**config.mk**
```make
export PLATFORM = sky130hd
export DESIGN_NAME = klv_local_set_parser
export DESIGN_NICKNAME = d
export VERILOG_FILES = /design/src/rtl/klv_pkg.sv /design/src/rtl/klv_local_set_parser.sv /design/src/rtl/klv_front.sv /design/src/rtl/klv_queue.sv /design/src/rtl/klv_back.sv
export SDC_FILE = /design/constraint.sdc
export NUM_CORES = 1
export LEC_CHECK = 0
export BUFFER_PORTS_ARGS = -buffer_cell sky130_fd_sc_hd__buf_2
export CORE_ASPECT_RATIO = 1.1
export CORE_MARGIN = 10
export CORE_UTILIZATION = 55
export CTS_CLUSTER_SIZE = 12
export DETAILED_ROUTE_END_ITERATION = 12
export HOLD_SLACK_MARGIN = 0.05
export PLACE_DENSITY = 0.72
export SYNTH_ARGS = -nofsm -noshare
export SYNTH_HDL_FRONTEND = slang
export SYNTH_SLANG_ARGS = --single-unit
```
**constraint.sdc**
```tcl
create_clock -name clk_i -period 15 [get_ports clk_i]
set_input_delay 2.25 -clock clk_i [delete_from_list [all_inputs] [get_ports clk_i]]
set_output_delay 2.25 -clock clk_i [all_outputs]
set_load 0.005 [all_outputs]
```
**src/rtl/klv_pkg.sv**
```systemverilog
`timescale 1ns / 1ps

package klv_pkg;

  localparam int unsigned SIZE_BITS   = 16;
  localparam int unsigned MIN_PACKET  = 16;
  localparam int unsigned QUEUE_DEPTH = 2;
  localparam int unsigned PREFIX_LEN  = 4;

  typedef logic [7:0] key_prefix_t [PREFIX_LEN];
  localparam key_prefix_t KEY_PREFIX = '{8'h06, 8'h0E, 8'h2B, 8'h34};

  typedef enum logic [2:0] {
    PH_WAIT,
    PH_KEY,
    PH_BER,
    PH_BER_LONG,
    PH_TAG,
    PH_LEN,
    PH_VALUE
  } phase_e;

  typedef enum logic [1:0] {
    ST_VALUE     = 2'd0,
    ST_TOO_SMALL = 2'd1,
    ST_BAD_KEY   = 2'd2,
    ST_BAD_BER   = 2'd3
  } status_e;

  typedef struct packed {
    logic [7:0]           data_byte;
    logic [SIZE_BITS-1:0] packet_size;
    logic                 first_of_packet;
  } in_t;

  typedef struct packed {
    logic [1:0]  status;
    logic [7:0]  tag;
    logic [7:0]  value_length;
    logic [7:0]  value_byte;
    logic [7:0]  byte_offset;
    logic [63:0] value_raw;
    logic        last_of_value;
    logic        empty_value;
  } out_t;

  typedef struct packed {
    status_e    status;
    logic [7:0] tag;
    logic [7:0] value_length;
    logic [7:0] value_byte;
    logic [7:0] byte_offset;
    logic       last;
    logic       empty;
  } cmd_t;

endpackage

```
**src/rtl/klv_local_set_parser.sv**
```systemverilog
`timescale 1ns / 1ps

// KLV local set parser. Takes one packet byte per request and emits at most one
// result per byte: one per value byte of each tag-length-value triplet, one for an
// empty value, and one error result (packet too small, bad key, bad BER length)
// after which the rest of the packet is dropped. A new packet starts whenever
// first_of_packet is set. The front parser handles one byte every cycle while the
// queue is not full; results pass through a two-entry queue to an output register
// that builds the running 64-bit big-endian value; sustained rate is one byte per
// cycle while out_ready_i holds. A result goes from queue entry to output register.
module klv_local_set_parser #(
  parameter int unsigned KEY_BYTES = 16
) (
  input  logic          clk_i,
  input  logic          rst_ni,
  input  logic          in_valid_i,
  output logic          in_ready_o,
  input  klv_pkg::in_t  in_i,
  output logic          out_valid_o,
  input  logic          out_ready_i,
  output klv_pkg::out_t out_o
);

  logic          q_full;
  logic          q_push;
  klv_pkg::cmd_t q_push_cmd;
  logic          q_pop;
  logic          q_valid;
  klv_pkg::cmd_t q_pop_cmd;

  klv_front #(
    .KEY_BYTES(KEY_BYTES)
  ) u_front (
    .clk_i     (clk_i),
    .rst_ni    (rst_ni),
    .in_valid_i(in_valid_i),
    .in_ready_o(in_ready_o),
    .in_i      (in_i),
    .q_full_i  (q_full),
    .q_push_o  (q_push),
    .q_cmd_o   (q_push_cmd)
  );

  klv_queue u_queue (
    .clk_i     (clk_i),
    .rst_ni    (rst_ni),
    .push_i    (q_push),
    .push_cmd_i(q_push_cmd),
    .full_o    (q_full),
    .pop_i     (q_pop),
    .valid_o   (q_valid),
    .pop_cmd_o (q_pop_cmd)
  );

  klv_back u_back (
    .clk_i      (clk_i),
    .rst_ni     (rst_ni),
    .q_valid_i  (q_valid),
    .q_cmd_i    (q_pop_cmd),
    .q_pop_o    (q_pop),
    .out_valid_o(out_valid_o),
    .out_ready_i(out_ready_i),
    .out_o      (out_o)
  );

endmodule

```
**src/rtl/klv_front.sv**
```systemverilog
`timescale 1ns / 1ps

module klv_front #(
  parameter int unsigned KEY_BYTES = 16
) (
  input  logic          clk_i,
  input  logic          rst_ni,
  input  logic          in_valid_i,
  output logic          in_ready_o,
  input  klv_pkg::in_t  in_i,
  input  logic          q_full_i,
  output logic          q_push_o,
  output klv_pkg::cmd_t q_cmd_o
);

  localparam int unsigned SB = klv_pkg::SIZE_BITS;
  localparam logic [SB-1:0] KeyEnd = SB'(KEY_BYTES);
  localparam logic [SB-1:0] MinPkt = SB'(klv_pkg::MIN_PACKET);
  localparam logic [SB-1:0] PrefixLen = SB'(klv_pkg::PREFIX_LEN);

  klv_pkg::phase_e phase_q, phase_d;
  logic [SB-1:0]   pos_q, pos_d;
  logic [SB-1:0]   size_q, size_d;
  logic [7:0]      tag_q, tag_d;
  logic [7:0]      len_q, len_d;
  logic [7:0]      cnt_q, cnt_d;

  logic            accept;
  logic [7:0]      b;
  logic [SB-1:0]   size_eff;
  logic [SB-1:0]   pos;
  logic [SB-1:0]   pos1;
  logic [SB-1:0]   remaining;
  logic            at_end;
  logic            emit;
  klv_pkg::cmd_t   cmd;
  logic            last;

  assign in_ready_o = !q_full_i;
  assign accept     = in_valid_i && in_ready_o;
  assign q_push_o   = accept && emit;
  assign q_cmd_o    = cmd;

  always_comb begin
    b         = in_i.data_byte;
    size_eff  = in_i.first_of_packet ? in_i.packet_size : size_q;
    pos       = in_i.first_of_packet ? '0 : pos_q;
    pos1      = pos + SB'(1);
    remaining = size_eff - pos1;
    at_end    = pos1 >= size_eff;
    last      = ({1'b0, cnt_q} + 9'd1) >= {1'b0, len_q};

    phase_d = phase_q;
    pos_d   = pos_q;
    size_d  = size_q;
    tag_d   = tag_q;
    len_d   = len_q;
    cnt_d   = cnt_q;
    emit    = 1'b0;
    cmd     = '0;

    if (in_i.first_of_packet) begin
      size_d  = in_i.packet_size;
      pos_d   = '0;
      tag_d   = '0;
      len_d   = '0;
      cnt_d   = '0;
      phase_d = klv_pkg::PH_KEY;
    end

    if (in_i.first_of_packet && (in_i.packet_size < MinPkt)) begin
      emit       = 1'b1;
      cmd.status = klv_pkg::ST_TOO_SMALL;
      phase_d    = klv_pkg::PH_WAIT;
    end else if (in_i.first_of_packet || (phase_q != klv_pkg::PH_WAIT)) begin
      pos_d = pos1;
      unique case (phase_d)
        klv_pkg::PH_KEY: begin
          if ((pos < PrefixLen) && (b != klv_pkg::KEY_PREFIX[pos[1:0]])) begin
            emit       = 1'b1;
            cmd.status = klv_pkg::ST_BAD_KEY;
            phase_d    = klv_pkg::PH_WAIT;
          end else if (pos1 >= KeyEnd) begin
            if (at_end) begin
              emit       = 1'b1;
              cmd.status = klv_pkg::ST_BAD_BER;
              phase_d    = klv_pkg::PH_WAIT;
            end else begin
              phase_d = klv_pkg::PH_BER;
            end
          end
        end
        klv_pkg::PH_BER, klv_pkg::PH_BER_LONG: begin
          if ((phase_d == klv_pkg::PH_BER) && b[7]) begin
            if (at_end) begin
              emit       = 1'b1;
              cmd.status = klv_pkg::ST_BAD_BER;
              phase_d    = klv_pkg::PH_WAIT;
            end else begin
              phase_d = klv_pkg::PH_BER_LONG;
            end
          end else if (SB'(b) > remaining) begin
            emit       = 1'b1;
            cmd.status = klv_pkg::ST_BAD_BER;
            phase_d    = klv_pkg::PH_WAIT;
          end else begin
            phase_d = (remaining == '0) ? klv_pkg::PH_WAIT : klv_pkg::PH_TAG;
          end
        end
        klv_pkg::PH_TAG: begin
          tag_d   = b;
          phase_d = at_end ? klv_pkg::PH_WAIT : klv_pkg::PH_LEN;
        end
        klv_pkg::PH_LEN: begin
          len_d = b;
          if (SB'(b) > remaining) begin
            phase_d = klv_pkg::PH_WAIT;
          end else begin
            cnt_d = '0;
            if (b == 8'd0) begin
              emit             = 1'b1;
              cmd.status       = klv_pkg::ST_VALUE;
              cmd.tag          = tag_q;
              cmd.value_length = b;
              cmd.last         = 1'b1;
              cmd.empty        = 1'b1;
              phase_d          = at_end ? klv_pkg::PH_WAIT : klv_pkg::PH_TAG;
            end else begin
              phase_d = klv_pkg::PH_VALUE;
            end
          end
        end
        klv_pkg::PH_VALUE: begin
          emit             = 1'b1;
          cmd.status       = klv_pkg::ST_VALUE;
          cmd.tag          = tag_q;
          cmd.value_length = len_q;
          cmd.value_byte   = b;
          cmd.byte_offset  = cnt_q;
          cmd.last         = last;
          cnt_d            = cnt_q + 8'd1;
          if (at_end) begin
            phase_d = klv_pkg::PH_WAIT;
          end else if (last) begin
            phase_d = klv_pkg::PH_TAG;
          end
        end
        default: begin
          phase_d = klv_pkg::PH_WAIT;
        end
      endcase
    end
  end

  always_ff @(posedge clk_i or negedge rst_ni) begin
    if (!rst_ni) begin
      phase_q <= klv_pkg::PH_WAIT;
      pos_q   <= '0;
      size_q  <= '0;
      tag_q   <= '0;
      len_q   <= '0;
      cnt_q   <= '0;
    end else if (accept) begin
      phase_q <= phase_d;
      pos_q   <= pos_d;
      size_q  <= size_d;
      tag_q   <= tag_d;
      len_q   <= len_d;
      cnt_q   <= cnt_d;
    end
  end

endmodule

```
**src/rtl/klv_queue.sv**
```systemverilog
`timescale 1ns / 1ps

module klv_queue (
  input  logic          clk_i,
  input  logic          rst_ni,
  input  logic          push_i,
  input  klv_pkg::cmd_t push_cmd_i,
  output logic          full_o,
  input  logic          pop_i,
  output logic          valid_o,
  output klv_pkg::cmd_t pop_cmd_o
);

  localparam int unsigned Depth  = klv_pkg::QUEUE_DEPTH;
  localparam int unsigned PtrW   = $clog2(Depth);
  localparam int unsigned CntW   = $clog2(Depth + 1);
  localparam logic [PtrW-1:0] LastIdx = PtrW'(Depth - 1);

  klv_pkg::cmd_t   entry_q [Depth];
  logic [PtrW-1:0] wr_q, rd_q;
  logic [CntW-1:0] cnt_q;

  assign full_o    = cnt_q == CntW'(Depth);
  assign valid_o   = cnt_q != '0;
  assign pop_cmd_o = entry_q[rd_q];

  always_ff @(posedge clk_i) begin
    if (push_i) begin
      entry_q[wr_q] <= push_cmd_i;
    end
  end

  always_ff @(posedge clk_i or negedge rst_ni) begin
    if (!rst_ni) begin
      wr_q  <= '0;
      rd_q  <= '0;
      cnt_q <= '0;
    end else begin
      if (push_i) begin
        wr_q <= (wr_q == LastIdx) ? '0 : wr_q + PtrW'(1);
      end
      if (pop_i) begin
        rd_q <= (rd_q == LastIdx) ? '0 : rd_q + PtrW'(1);
      end
      cnt_q <= cnt_q + CntW'(push_i) - CntW'(pop_i);
    end
  end

endmodule

```
**src/rtl/klv_back.sv**
```systemverilog
`timescale 1ns / 1ps

module klv_back (
  input  logic          clk_i,
  input  logic          rst_ni,
  input  logic          q_valid_i,
  input  klv_pkg::cmd_t q_cmd_i,
  output logic          q_pop_o,
  output logic          out_valid_o,
  input  logic          out_ready_i,
  output klv_pkg::out_t out_o
);

  logic          out_valid_q, out_valid_d;
  klv_pkg::out_t out_q, out_d;
  logic [63:0]   acc_q, acc_d;
  logic [63:0]   raw;
  logic          is_value;

  assign q_pop_o     = q_valid_i && (!out_valid_q || out_ready_i);
  assign out_valid_o = out_valid_q;
  assign out_o       = out_q;

  always_comb begin
    is_value = (q_cmd_i.status == klv_pkg::ST_VALUE) && !q_cmd_i.empty;
    if (!is_value) begin
      raw = '0;
    end else if (q_cmd_i.byte_offset == 8'd0) begin
      raw = {56'd0, q_cmd_i.value_byte};
    end else begin
      raw = {acc_q[55:0], q_cmd_i.value_byte};
    end

    out_d.status        = q_cmd_i.status;
    out_d.tag           = q_cmd_i.tag;
    out_d.value_length  = q_cmd_i.value_length;
    out_d.value_byte    = q_cmd_i.value_byte;
    out_d.byte_offset   = q_cmd_i.byte_offset;
    out_d.value_raw     = raw;
    out_d.last_of_value = q_cmd_i.last;
    out_d.empty_value   = q_cmd_i.empty;

    acc_d = (q_pop_o && is_value) ? raw : acc_q;

    if (q_pop_o) begin
      out_valid_d = 1'b1;
    end else if (out_ready_i) begin
      out_valid_d = 1'b0;
    end else begin
      out_valid_d = out_valid_q;
    end
  end

  always_ff @(posedge clk_i) begin
    if (q_pop_o) begin
      out_q <= out_d;
    end
  end

  always_ff @(posedge clk_i or negedge rst_ni) begin
    if (!rst_ni) begin
      out_valid_q <= 1'b0;
      acc_q       <= '0;
    end else begin
      out_valid_q <= out_valid_d;
      acc_q       <= acc_d;
    end
  end

endmodule

```
==> results of run 1 <==
through the flow:
stage          total power [mW]  hold WS [ps]  area (sq um)  util [%]
2_1_floorplan              1.75           449         13700         -
3_3_place_gp               2.00           469         14600      59.7
3_5_place_dp               2.03           478         14600      59.7
4_1_cts                    2.76           492         15600      63.6
5_1_grt                    2.90           505         15600      63.6
6_report                   2.73           485         15600      63.6
flip-flops by register name (all words and copies together) (netlist names):
name and count:
u_back.acc_q 56, u_back.out_o 100, u_back.out_valid_o 1, u_front.cnt_q 8, u_front.len_q 8, u_front.phase_q 3, u_front.pos_q 16, u_front.size_q 16
u_front.tag_q 8, u_queue.cnt_q 2, u_queue.entry_q 72, u_queue.rd_q 1, u_queue.wr_q 1
how the worst max path moves through the flow:
stage | endpoint | depth (start not counted)
2_1_floorplan | u_back.acc_q[12] | 5
3_3_place_gp | u_queue.entry_q[1][21] | 18
3_5_place_dp | u_queue.entry_q[1][23] | 19
4_1_cts | u_queue.entry_q[1][28] | 18
5_1_grt | u_queue.entry_q[1][23] | 18
6_report | u_queue.entry_q[1][23] | 19
final cells by class:
cell class	count	area (sq um)
fill	1895	8910
sequential	292	8170
multi-input combinational	731	5180
clock buffer	48	848
timing repair buffer	139	721
tap	310	388
inverter	39	146
clock inverter	7	114
metal layers:
layer | vias up | track usage (%)
li1 | 4377 | -
met1 | 4482 | 25.3
met2 | 294 | 31.5
met3 | 55 | 3.77
met4 | 0 | 6.14
met5 | - | 0
report_power, final:
part / leakage [nW] / switching (mW) / internal [mW]
Sequential: 3.25 / 0.134 / 1.11
Clock: 0.465 / 0.301 / 0.422
Combinational: 2.75 / 0.433 / 0.327
cells in the mapped netlist (all sizes together), types with 3 or more instances:
| library cell | n | area (sq um) |
|---|---|---|
| a2111oi | 3 | 33.8 |
| a211oi | 5 | 37.5 |
| a21boi | 4 | 30.0 |
| a21o | 12 | 97.6 |
| a21oi | 30 | 150 |
| a22o | 61 | 534 |
| a22oi | 7 | 52.6 |
| a31oi | 6 | 37.5 |
| a32o | 3 | 30.0 |
| and2 | 84 | 526 |
| and3 | 10 | 62.6 |
| and4 | 4 | 35.0 |
| buf | 12 | 63.8 |
| clkbuf | 48 | 181 |
| dfrtp | 120 | 3000 |
| edfxtp | 172 | 5160 |
| ha | 25 | 313 |
| inv | 38 | 143 |
| mux2 | 47 | 529 |
| mux2i | 19 | 190 |
| nand2 | 72 | 270 |
| nand2b | 16 | 100 |
| nand3 | 16 | 80.1 |
| nand3b | 4 | 30.0 |
| nand4 | 14 | 118 |
| nor2 | 56 | 210 |
| nor2b | 15 | 93.8 |
| nor3 | 12 | 60.1 |
| nor3b | 4 | 30.0 |
| nor4 | 13 | 96.3 |
| o211a | 3 | 30.0 |
| o211ai | 8 | 60.1 |
| o21a | 7 | 52.6 |
| o21ai | 68 | 348 |
| o22ai | 8 | 50.1 |
| o31ai | 8 | 60.1 |
| o41ai | 4 | 61.3 |
| or2 | 6 | 37.5 |
| or3 | 6 | 37.5 |
| or4 | 6 | 52.6 |
| xnor2 | 24 | 210 |
| xor2 | 12 | 105 |
kinds of logic after synthesis:
logic type / Yosys count / synth area share, %
buf+inv: 99 / 2.86
compound gates: 258 / 13.6
fa+ha+maj: 28 / 2.58
simple gates: 342 / 13.7
mux: 66 / 5.25
xor+xnor: 37 / 2.47
flops: 292 / 59.6
placed cells by master (no fill, tap or decap), types with 10 or more instances in the layout:
cell type / count
mux2i_1: 19
nand2b_1: 16
o21ai_0: 66
buf_2: 129
nor2b_1: 15
a22o_1: 61
clkbuf_1: 15
xor2_1: 12
ha_1: 25
a21o_1: 11
clkbuf_16: 30
inv_1: 38
nor4_1: 12
nor2_1: 54
buf_4: 10
and3_1: 10
mux2_2: 47
and2_1: 83
a21oi_1: 28
dfrtp_1: 120
nand2_1: 71
nand3_1: 16
nand4_1: 12
nor3_1: 12
edfxtp_1: 172
xnor2_1: 24
worst max-delay path: stages:
cell,delay (ps)
buf_2,480
clkinv_1,650
and2_1,380
fa_1,430
nand2b_1,160
a21oi_1,300
a211o_1,180
a31oi_1,110
o21a_1,190
xor2_1,170
ha_1,330
a21o_1,110
a21oi_1,50
o21ai_0,60
o21ai_0,110
or4_1,500
o22ai_1,330
o41ai_4,190
nor2_4,850
==> flow_summary.json, run 1 <==
{
  "status": "finished, final reports clean",
  "vias": 9208,
  "r2r_start": "u_front.pos_q[0]",
  "crit_path_max_fanout": 36,
  "die_w_microns": 171,
  "top_layer": "met4",
  "syn_inst": 1122,
  "synth-main-ff-cell": "edfxtp_1",
  "grt_pass1_wl_microns": 49200,
  "ys_seq_area_share_pct": 59.6,
  "p_per_area_nw_per_um2": 175,
  "final.setup.tns_ps": 0,
  "vdd_ir_drop_max_uv": 96.3,
  "drc": 0,
  "dp_cells": 1511,
  "dpl.hpwl_microns": 20800,
  "cts_buffer_depth": 3,
  "power_leakage_nw": 6.46,
  "via_per_inst": 5.88,
  "cp-end-kind": "flip-flop",
  "syn-cell-area_sq_um": 13700,
  "cts_tree": "done",
  "final_cell_count_no_fill": 1566,
  "finalNetCount": 1288,
  "reg2reg_depth": 12,
  "hold_class": "reg -> reg",
  "cts-resized-gates": 0,
  "diodes": 0,
  "startpoint_type": "primary input",
  "hold_end": "u_front.size_q[1]",
  "syn-num-nets": 1177,
  "holdBufCountCts": 0,
  "dp_slack_ps": 6680,
  "cp.arrival_ps": 7920,
  "hold_viol": 0,
  "synth-seq-cells": 292,
  "grtUsageTotal_pct": 19.2,
  "slew_violations": 0,
  "overflow": 0,
  "die-area_sq_um": 31600,
  "dr_wl_met2_microns": 14600,
  "required_ps": 15180,
  "antenna_found_initial": 0,
  "cts_root_buffer": "clkbuf_16",
  "rsz0062_at_grt": "false",
  "slew_headroom_pct": 20.6,
  "die_h_microns": 186,
  "setup_viol": 0,
  "h-tree-depth": 1,
  "r2r-end": "u_queue.entry_q[1][23]",
  "setup_ws_ps": 7260,
  "synth_cell_types": 82,
  "place_congestion": 0.899,
  "yosysWarnings": 0,
  "drt-total-wl_microns": 30700,
  "m1WireLength_microns": 13200,
  "wl_met3_microns": 2140,
  "num_rows": 60,
  "whs_path_depth": 2,
  "async_reset_ff_share_pct": 41.1,
  "first_pass_iters": 5,
  "tightest_slew_ps": 1180,
  "area_growth_pct": 13.6,
  "coreArea_sq_um": 24500,
  "synth_edf_count": 172,
  "io_pins": 131,
  "r2r_slack_ps": 9340,
  "cp-startpoint": "in_i[0]",
  "crit_type": "in -> reg",
  "drive_above_1_share_pct": 20.0,
  "wl_per_cell_microns": 19.6,
  "min_from": "u_front.size_q[1]",
  "post_cts_buffers": 0,
  "drt_iter0_drc": 652,
  "antenna_left": 0,
  "cts_sinks": 292,
  "drv_cap": 0,
  "synth_area_per_cell_sq_um": 12.2,
  "period_needed_ps": 7740,
  "grt_max_degree": 65,
  "skew_ps": 16.5,
  "post-route-period-util_pct": 51.6,
  "clk_pin_slew_ps": 60,
  "cts_made_buffers": 30,
  "start_util_pct": 56.0,
  "fmax_ghz": 0.129,
  "clk-insertion-delay-late_ps": 570,
  "io_buffers": 130,
  "first_global_vias": 9221
}
Note: power is estimated with default switching activity, not from simulation.
==> run 2, diff against run 1 <==
==> constraint.sdc (replaced) <==
create_clock -name clk_i -period 7.6 [get_ports clk_i]
set_input_delay 1.14 -clock clk_i [delete_from_list [all_inputs] [get_ports clk_i]]
set_output_delay 1.14 -clock clk_i [all_outputs]
set_load 0.005 [all_outputs]
==> run 2 against run 1 <==
Sequential power increased by 98%. Flip-flop and latch count unchanged. Core utilization shrank 0.34 points. Via count up 0.47%. Die area unchanged. Clock power up 82%. Setup slack lost 5800 ps. Clock-buffer cell count increased by 1. Global-route usage up 0.10 points. Non-clock buffer count rose by 2. First-iteration DRC count down 1.8%. Critical endpoint is now u_queue.entry_q[1][22].
==> flow_summary.json, run 2 (synthesized netlist as in run 1, its figures left out) <==
{
  "vdd_ir_drop_max_uv": 218,
  "slew_violations": 0,
  "io_pins": 131,
  "reg2reg_depth": 12,
  "overflow": 0,
  "tightest_slew_ps": 1330,
  "required_ps": 7770,
  "grtUsageTotal_pct": 19.3,
  "p_sw_share_pct": 32.0,
  "vias": 9251,
  "power_leakage_nw": 6.42,
  "min_from": "u_back.acc_q[5]",
  "cp-end-kind": "flip-flop",
  "post_cts_buffers": 0,
  "first_pass_iters": 7,
  "diodes": 0,
  "period_needed_ps": 6120,
  "path_depth": 20,
  "grt_max_degree": 75,
  "cts_sinks": 292,
  "p_per_area_nw_per_um2": 342,
  "final.setup.tns_ps": 0,
  "io_buffers": 130,
  "seq_power_share_pct": 46.9,
  "dpl.hpwl_microns": 21300,
  "drv_cap": 0,
  "cpPeakStageDelay_ps": 860,
  "cp.arrival_ps": 6290,
  "layout_common_cells": "edfxtp_1, buf_2, dfrtp_1, and2_1, nand2_1",
  "crit_type": "in -> reg",
  "largest_reg_flops": 100,
  "startpoint_type": "primary input",
  "cts_buffer_depth": 3,
  "hold_end": "u_back.acc_q[5]",
  "grt_pass1_wl_microns": 49500,
  "pwr-share-comb_pct": 28.2,
  "fin_util_pct": 63.3,
  "rsz0062_at_grt": "false",
  "r2r-end": "u_queue.entry_q[1][22]",
  "via_per_inst": 5.90,
  "final_common_cell": "edfxtp_1",
  "slew_headroom_pct": 10.4,
  "cp_top_family": "simple AND/OR/NAND/NOR gates",
  "clkPwrFrac_pct": 24.9,
  "r2r_slack_ps": 1820,
  "cts_tree": "done",
  "whs_ps": 496,
  "p_total_mw": 5.29,
  "hold_class": "reg -> reg",
  "cpMaxStageDelayCell": "nor2_4",
  "drc": 0,
  "wl_per_cell_microns": 19.7,
  "start_util_pct": 56.0,
  "r2r_start": "u_front.pos_q[0]",
  "holdBufCountCts": 0,
  "p_int_mw": 3.59,
  "skew_ps": 16.1,
  "p_sw_mw": 1.70,
  "cts_made_buffers": 29,
  "hold_viol": 0,
  "nFillCells": 1908,
  "first_global_vias": 9352,
  "place_congestion": 0.894,
  "whs_path_depth": 2,
  "finalNetCount": 1289,
  "antenna_left": 0,
  "clk-insertion-delay-late_ps": 560,
  "cts_root_buffer": "clkbuf_16",
  "coreArea_sq_um": 24500,
  "worstPathCellList": "buf_2 > clkinv_1 > buf_4 > nand2_1 > ha_1 > fa_1 > nand2b_1 > a21oi_1 > a211o_1 > a31oi_1 > o21a_1 > xor2_1 > ha_1 > nand3_1 > o21ai_0 > o21ai_0 > or4_1 > o22ai_1 > o41ai_4 > nor2_4",
  "drive_above_1_share_pct": 19.6,
  "post-route-period-util_pct": 80.6,
  "h-tree-depth": 1,
  "setup_viol": 0,
  "die_h_microns": 186,
  "die-area_sq_um": 31600,
  "antenna_found_initial": 0,
  "area_growth_pct": 13.0,
  "fmax_ghz": 0.163,
  "die_w_microns": 171,
  "crit_path_max_fanout": 36,
  "clk_pin_slew_ps": 60,
  "cts-resized-gates": 0,
  "crit_buf_inv": 3,
  "status": "finished, final reports clean",
  "num_rows": 60,
  "drt-total-wl_microns": 30900,
  "drt_iter0_drc": 640
}
-- run 2: changes by cell type in the layout (fill, tap and decap cells not counted) --
cell,previous run,this run
clkbuf_8,3,0
buf_4,10,12
clkinv_4,1,0
clkinv_16,1,0
inv_16,0,1
bufinv_16,2,1
clkinv_1,1,2
clkbuf_1,15,20
clkinv_2,3,2
clkbuf_16,30,29
-- run 2: through the flow --
step	setup WS [ps]	cell area, sq um	std cells
4_1_cts	1490	15500	1567
6_report	1480	15500	1567
2_1_floorplan	-396	13700	1122
3_3_place_gp	1090	14600	1513
3_5_place_dp	914	14600	1513
5_1_grt	1110	15500	1567
-- run 2: worst max-delay path by stage --
stage,startpoint,end
after floorplan,in_i[0],u_queue.entry_q[0][0]
after global placement,in_i[0],u_queue.entry_q[0][22]
after detailed placement,in_i[0],u_queue.entry_q[1][22]
after CTS,in_i[0],u_queue.entry_q[1][2]
after global routing,in_i[0],u_queue.entry_q[1][22]
final,in_i[0],u_queue.entry_q[1][22]
-- run 2: area by class of cell --
class	instances	area [sq um]	share of cell area (%)
flip-flops and latches	292	8170	52.7
clock inverters	5	63.8	0.412
clock buffers	49	801	5.17
inverters	39	146	0.945
multi-input cells	731	5180	33.5
repair buffers	141	736	4.75
well taps	310	388	2.50
-- run 2: worst min-delay path, cell delays in order, from the launching register on --
cell     delay [ps]
dfrtp_1         350
nand2_1          50
o21ai_0          60
-- run 2: power by group through the flow --
stage | clock [mW] | combinational (mW) | sequential (mW)
5_1_grt | 1.42 | 1.67 | 2.53
3_3_place_gp | 0 | 1.47 | 2.50
6_report | 1.32 | 1.49 | 2.48
2_1_floorplan | 0 | 1.01 | 2.43
3_5_place_dp | 0 | 1.50 | 2.51
4_1_cts | 1.35 | 1.51 | 2.48
-- run 2: metal layers --
layer  wire [microns]  track usage (%)
met1            13100             24.8
met2            14800             32.3
met3             2320             4.49
met4              665             5.27
met5                0                0
==> run 3, diff against run 2 <==
--- a/config.mk
+++ b/config.mk
@@ -8,11 +8,11 @@
 export BUFFER_PORTS_ARGS = -buffer_cell sky130_fd_sc_hd__buf_2
 export CORE_ASPECT_RATIO = 1.1
 export CORE_MARGIN = 10
-export CORE_UTILIZATION = 55
+export CORE_UTILIZATION = 54
 export CTS_CLUSTER_SIZE = 12
 export DETAILED_ROUTE_END_ITERATION = 12
 export HOLD_SLACK_MARGIN = 0.05
-export PLACE_DENSITY = 0.72
+export PLACE_DENSITY = 0.74
 export SYNTH_ARGS = -nofsm -noshare
 export SYNTH_HDL_FRONTEND = slang
 export SYNTH_SLANG_ARGS = --single-unit
==> constraint.sdc (replaced) <==
create_clock -name clk_i -period 5.6 [get_ports clk_i]
set_input_delay 0.84 -clock clk_i [delete_from_list [all_inputs] [get_ports clk_i]]
set_output_delay 0.84 -clock clk_i [all_outputs]
set_load 0.005 [all_outputs]
==> run 3 against run 2 <==
Cell count rose by 2.9%. Setup slack got worse by 1000 ps. Flip-flop and latch count did not move. Combinational power rose by 46%. Wire length rose by 1.8%. Clock-buffer cell count fell by 2. Sequential share of layout area fell by 1.4 points. Worst hold slack got worse by 47 ps. Highest routed layer unchanged.
==> flow_summary.json, run 3 (synthesized netlist as in run 1, its figures left out) <==
{
  "start_util_pct": 54.4,
  "pwr-share-comb_pct": 29.4,
  "skew_ps": 18.6,
  "p_sw_mw": 2.39,
  "diodes": 0,
  "rsz0062_at_grt": "false",
  "final_common_cell": "edfxtp_1",
  "hold_viol": 0,
  "tightest_slew_ps": 1290,
  "cts_tree": "done",
  "finalNetCount": 1330,
  "clk_pin_slew_ps": 60,
  "cts_sinks": 292,
  "dpl.hpwl_microns": 22100,
  "drt-total-wl_microns": 31400,
  "grtUsageTotal_pct": 19.2,
  "largest_reg_flops": 100,
  "clk-insertion-delay-late_ps": 560,
  "io_pins": 131,
  "cts_made_buffers": 30,
  "cts_buffer_depth": 3,
  "p_int_mw": 5.01,
  "layout_common_cells": "edfxtp_1, buf_2, dfrtp_1, and2_1, nand2_1",
  "required_ps": 5770,
  "power_leakage_nw": 6.66,
  "num_rows": 61,
  "final.setup.tns_ps": 0,
  "drive_above_1_share_pct": 23.1,
  "p_per_area_nw_per_um2": 465,
  "status": "finished, final reports clean",
  "setup_viol": 0,
  "slew_violations": 0,
  "first_global_vias": 9150,
  "cts_root_buffer": "clkbuf_16",
  "post-route-period-util_pct": 91.5,
  "startpoint_type": "primary input",
  "die-area_sq_um": 32200,
  "via_per_inst": 5.78,
  "overflow": 0,
  "crit_path_max_fanout": 36,
  "p_sw_share_pct": 32.2,
  "fmax_ghz": 0.195,
  "grt_pass1_wl_microns": 49900,
  "antenna_left": 0,
  "slew_headroom_pct": 13.0,
  "hold_class": "in -> async",
  "r2r_slack_ps": 510,
  "antenna_found_initial": 0,
  "die_w_microns": 172,
  "clkPwrFrac_pct": 25.3,
  "h-tree-depth": 1,
  "seq_power_share_pct": 45.3,
  "p_total_mw": 7.40,
  "drt_iter0_drc": 717,
  "crit_type": "in -> reg",
  "die_h_microns": 187,
  "setup_ws_ps": 475,
  "place_congestion": 0.894,
  "cp-end-kind": "flip-flop",
  "drv_cap": 0,
  "period_needed_ps": 5130,
  "vdd_ir_drop_max_uv": 280,
  "first_pass_iters": 5,
  "cp.arrival_ps": 5290,
  "grt_max_degree": 81,
  "io_buffers": 130,
  "vias": 9328,
  "post_cts_buffers": 0,
  "wl_per_cell_microns": 19.5,
  "coreArea_sq_um": 25200,
  "holdBufCountCts": 0,
  "dp_slack_ps": -94.0,
  "area_growth_pct": 16.1,
  "nFillCells": 1984,
  "drc": 0
}
-- run 3: cell count changes in the layout (fill, tap and decap cells not counted), moves of 2 or more --
| cell | change |
|---|---|
| clkbuf_1 | -5 |
| buf_4 | +39 |
| clkbuf_8 | +2 |
| o21ai_0 | -2 |
| o21ai_1 | +2 |
-- run 3: power groups by stage --
stage	combinational, mW	sequential, mW	clock (mW)
6_report	2.17	3.35	1.87
5_1_grt	2.42	3.43	2.00
4_1_cts	2.21	3.35	1.91
3_5_place_dp	2.20	3.39	0
3_3_place_gp	2.16	3.37	0
2_1_floorplan	1.41	3.30	0
-- run 3: routing by layer --
metal / vias to the layer above / track usage, % / share of wire (%)
li1: 4480 / - / -
met1: 4506 / 25.8 / 43
met2: 293 / 31.3 / 48
met3: 49 / 3.57 / 7.0
met4: 0 / 4.95 / 2.0
met5: - / 0 / 0
-- run 3: area by class of cell --
cell class / count / area (sq um) / share of cell area [%]
inverter: 39 / 146 / 0.920
clock buffer: 47 / 835 / 5.24
tap: 315 / 394 / 2.48
sequential: 292 / 8170 / 51.3
timing repair buffer: 181 / 1050 / 6.59
multi-input combinational: 731 / 5230 / 32.8
clock inverter: 8 / 95.1 / 0.598
-- run 3: worst max-delay path: stages --
cell and delay (ps):
buf_2 260, clkinv_1 210, and2_1 230, fa_2 360, nand2b_4 160, a21oi_4 200
a211o_1 140, a31oi_1 110, o21a_1 210, xor2_1 180, ha_1 330, a21o_1 120
a21oi_1 60, o21ai_1 70, o21ai_1 80, or4_1 480, o22ai_2 250, o41ai_4 120
nor2_4 840
-- run 3: per-stage QoR --
step | hold slack (ps) | utilization, % | cells | area (sq um)
2_1_floorplan | 449 | - | 1122 | 13800
3_3_place_gp | 472 | 59.5 | 1558 | 15000
3_5_place_dp | 483 | 59.5 | 1558 | 15000
4_1_cts | 468 | 63.2 | 1613 | 15900
5_1_grt | 479 | 63.2 | 1613 | 15900
6_report | 449 | 63.2 | 1613 | 15900
-- run 3: repair_timing --
item,in CTS,in global routing
resized for setup,0,1
endpoints found under the hold margin,0,0
endpoints found under the setup margin,0,70
-- run 3: path summary, 6_finish.rpt --
path	start	endpoint	depth (start not counted)
max in group asynchronous	rst_ni	u_front.pos_q[0]	2
min in group clk_i	out_ready_i	u_back.out_valid_o	2
worst min-delay path	rst_ni	u_front.size_q[3]	1
worst max register to register	u_front.pos_q[1]	u_queue.entry_q[0][20]	18
worst min register to register	u_back.acc_q[51]	u_back.acc_q[51]	1
worst max-delay path	in_i[0]	u_queue.entry_q[0][20]	19
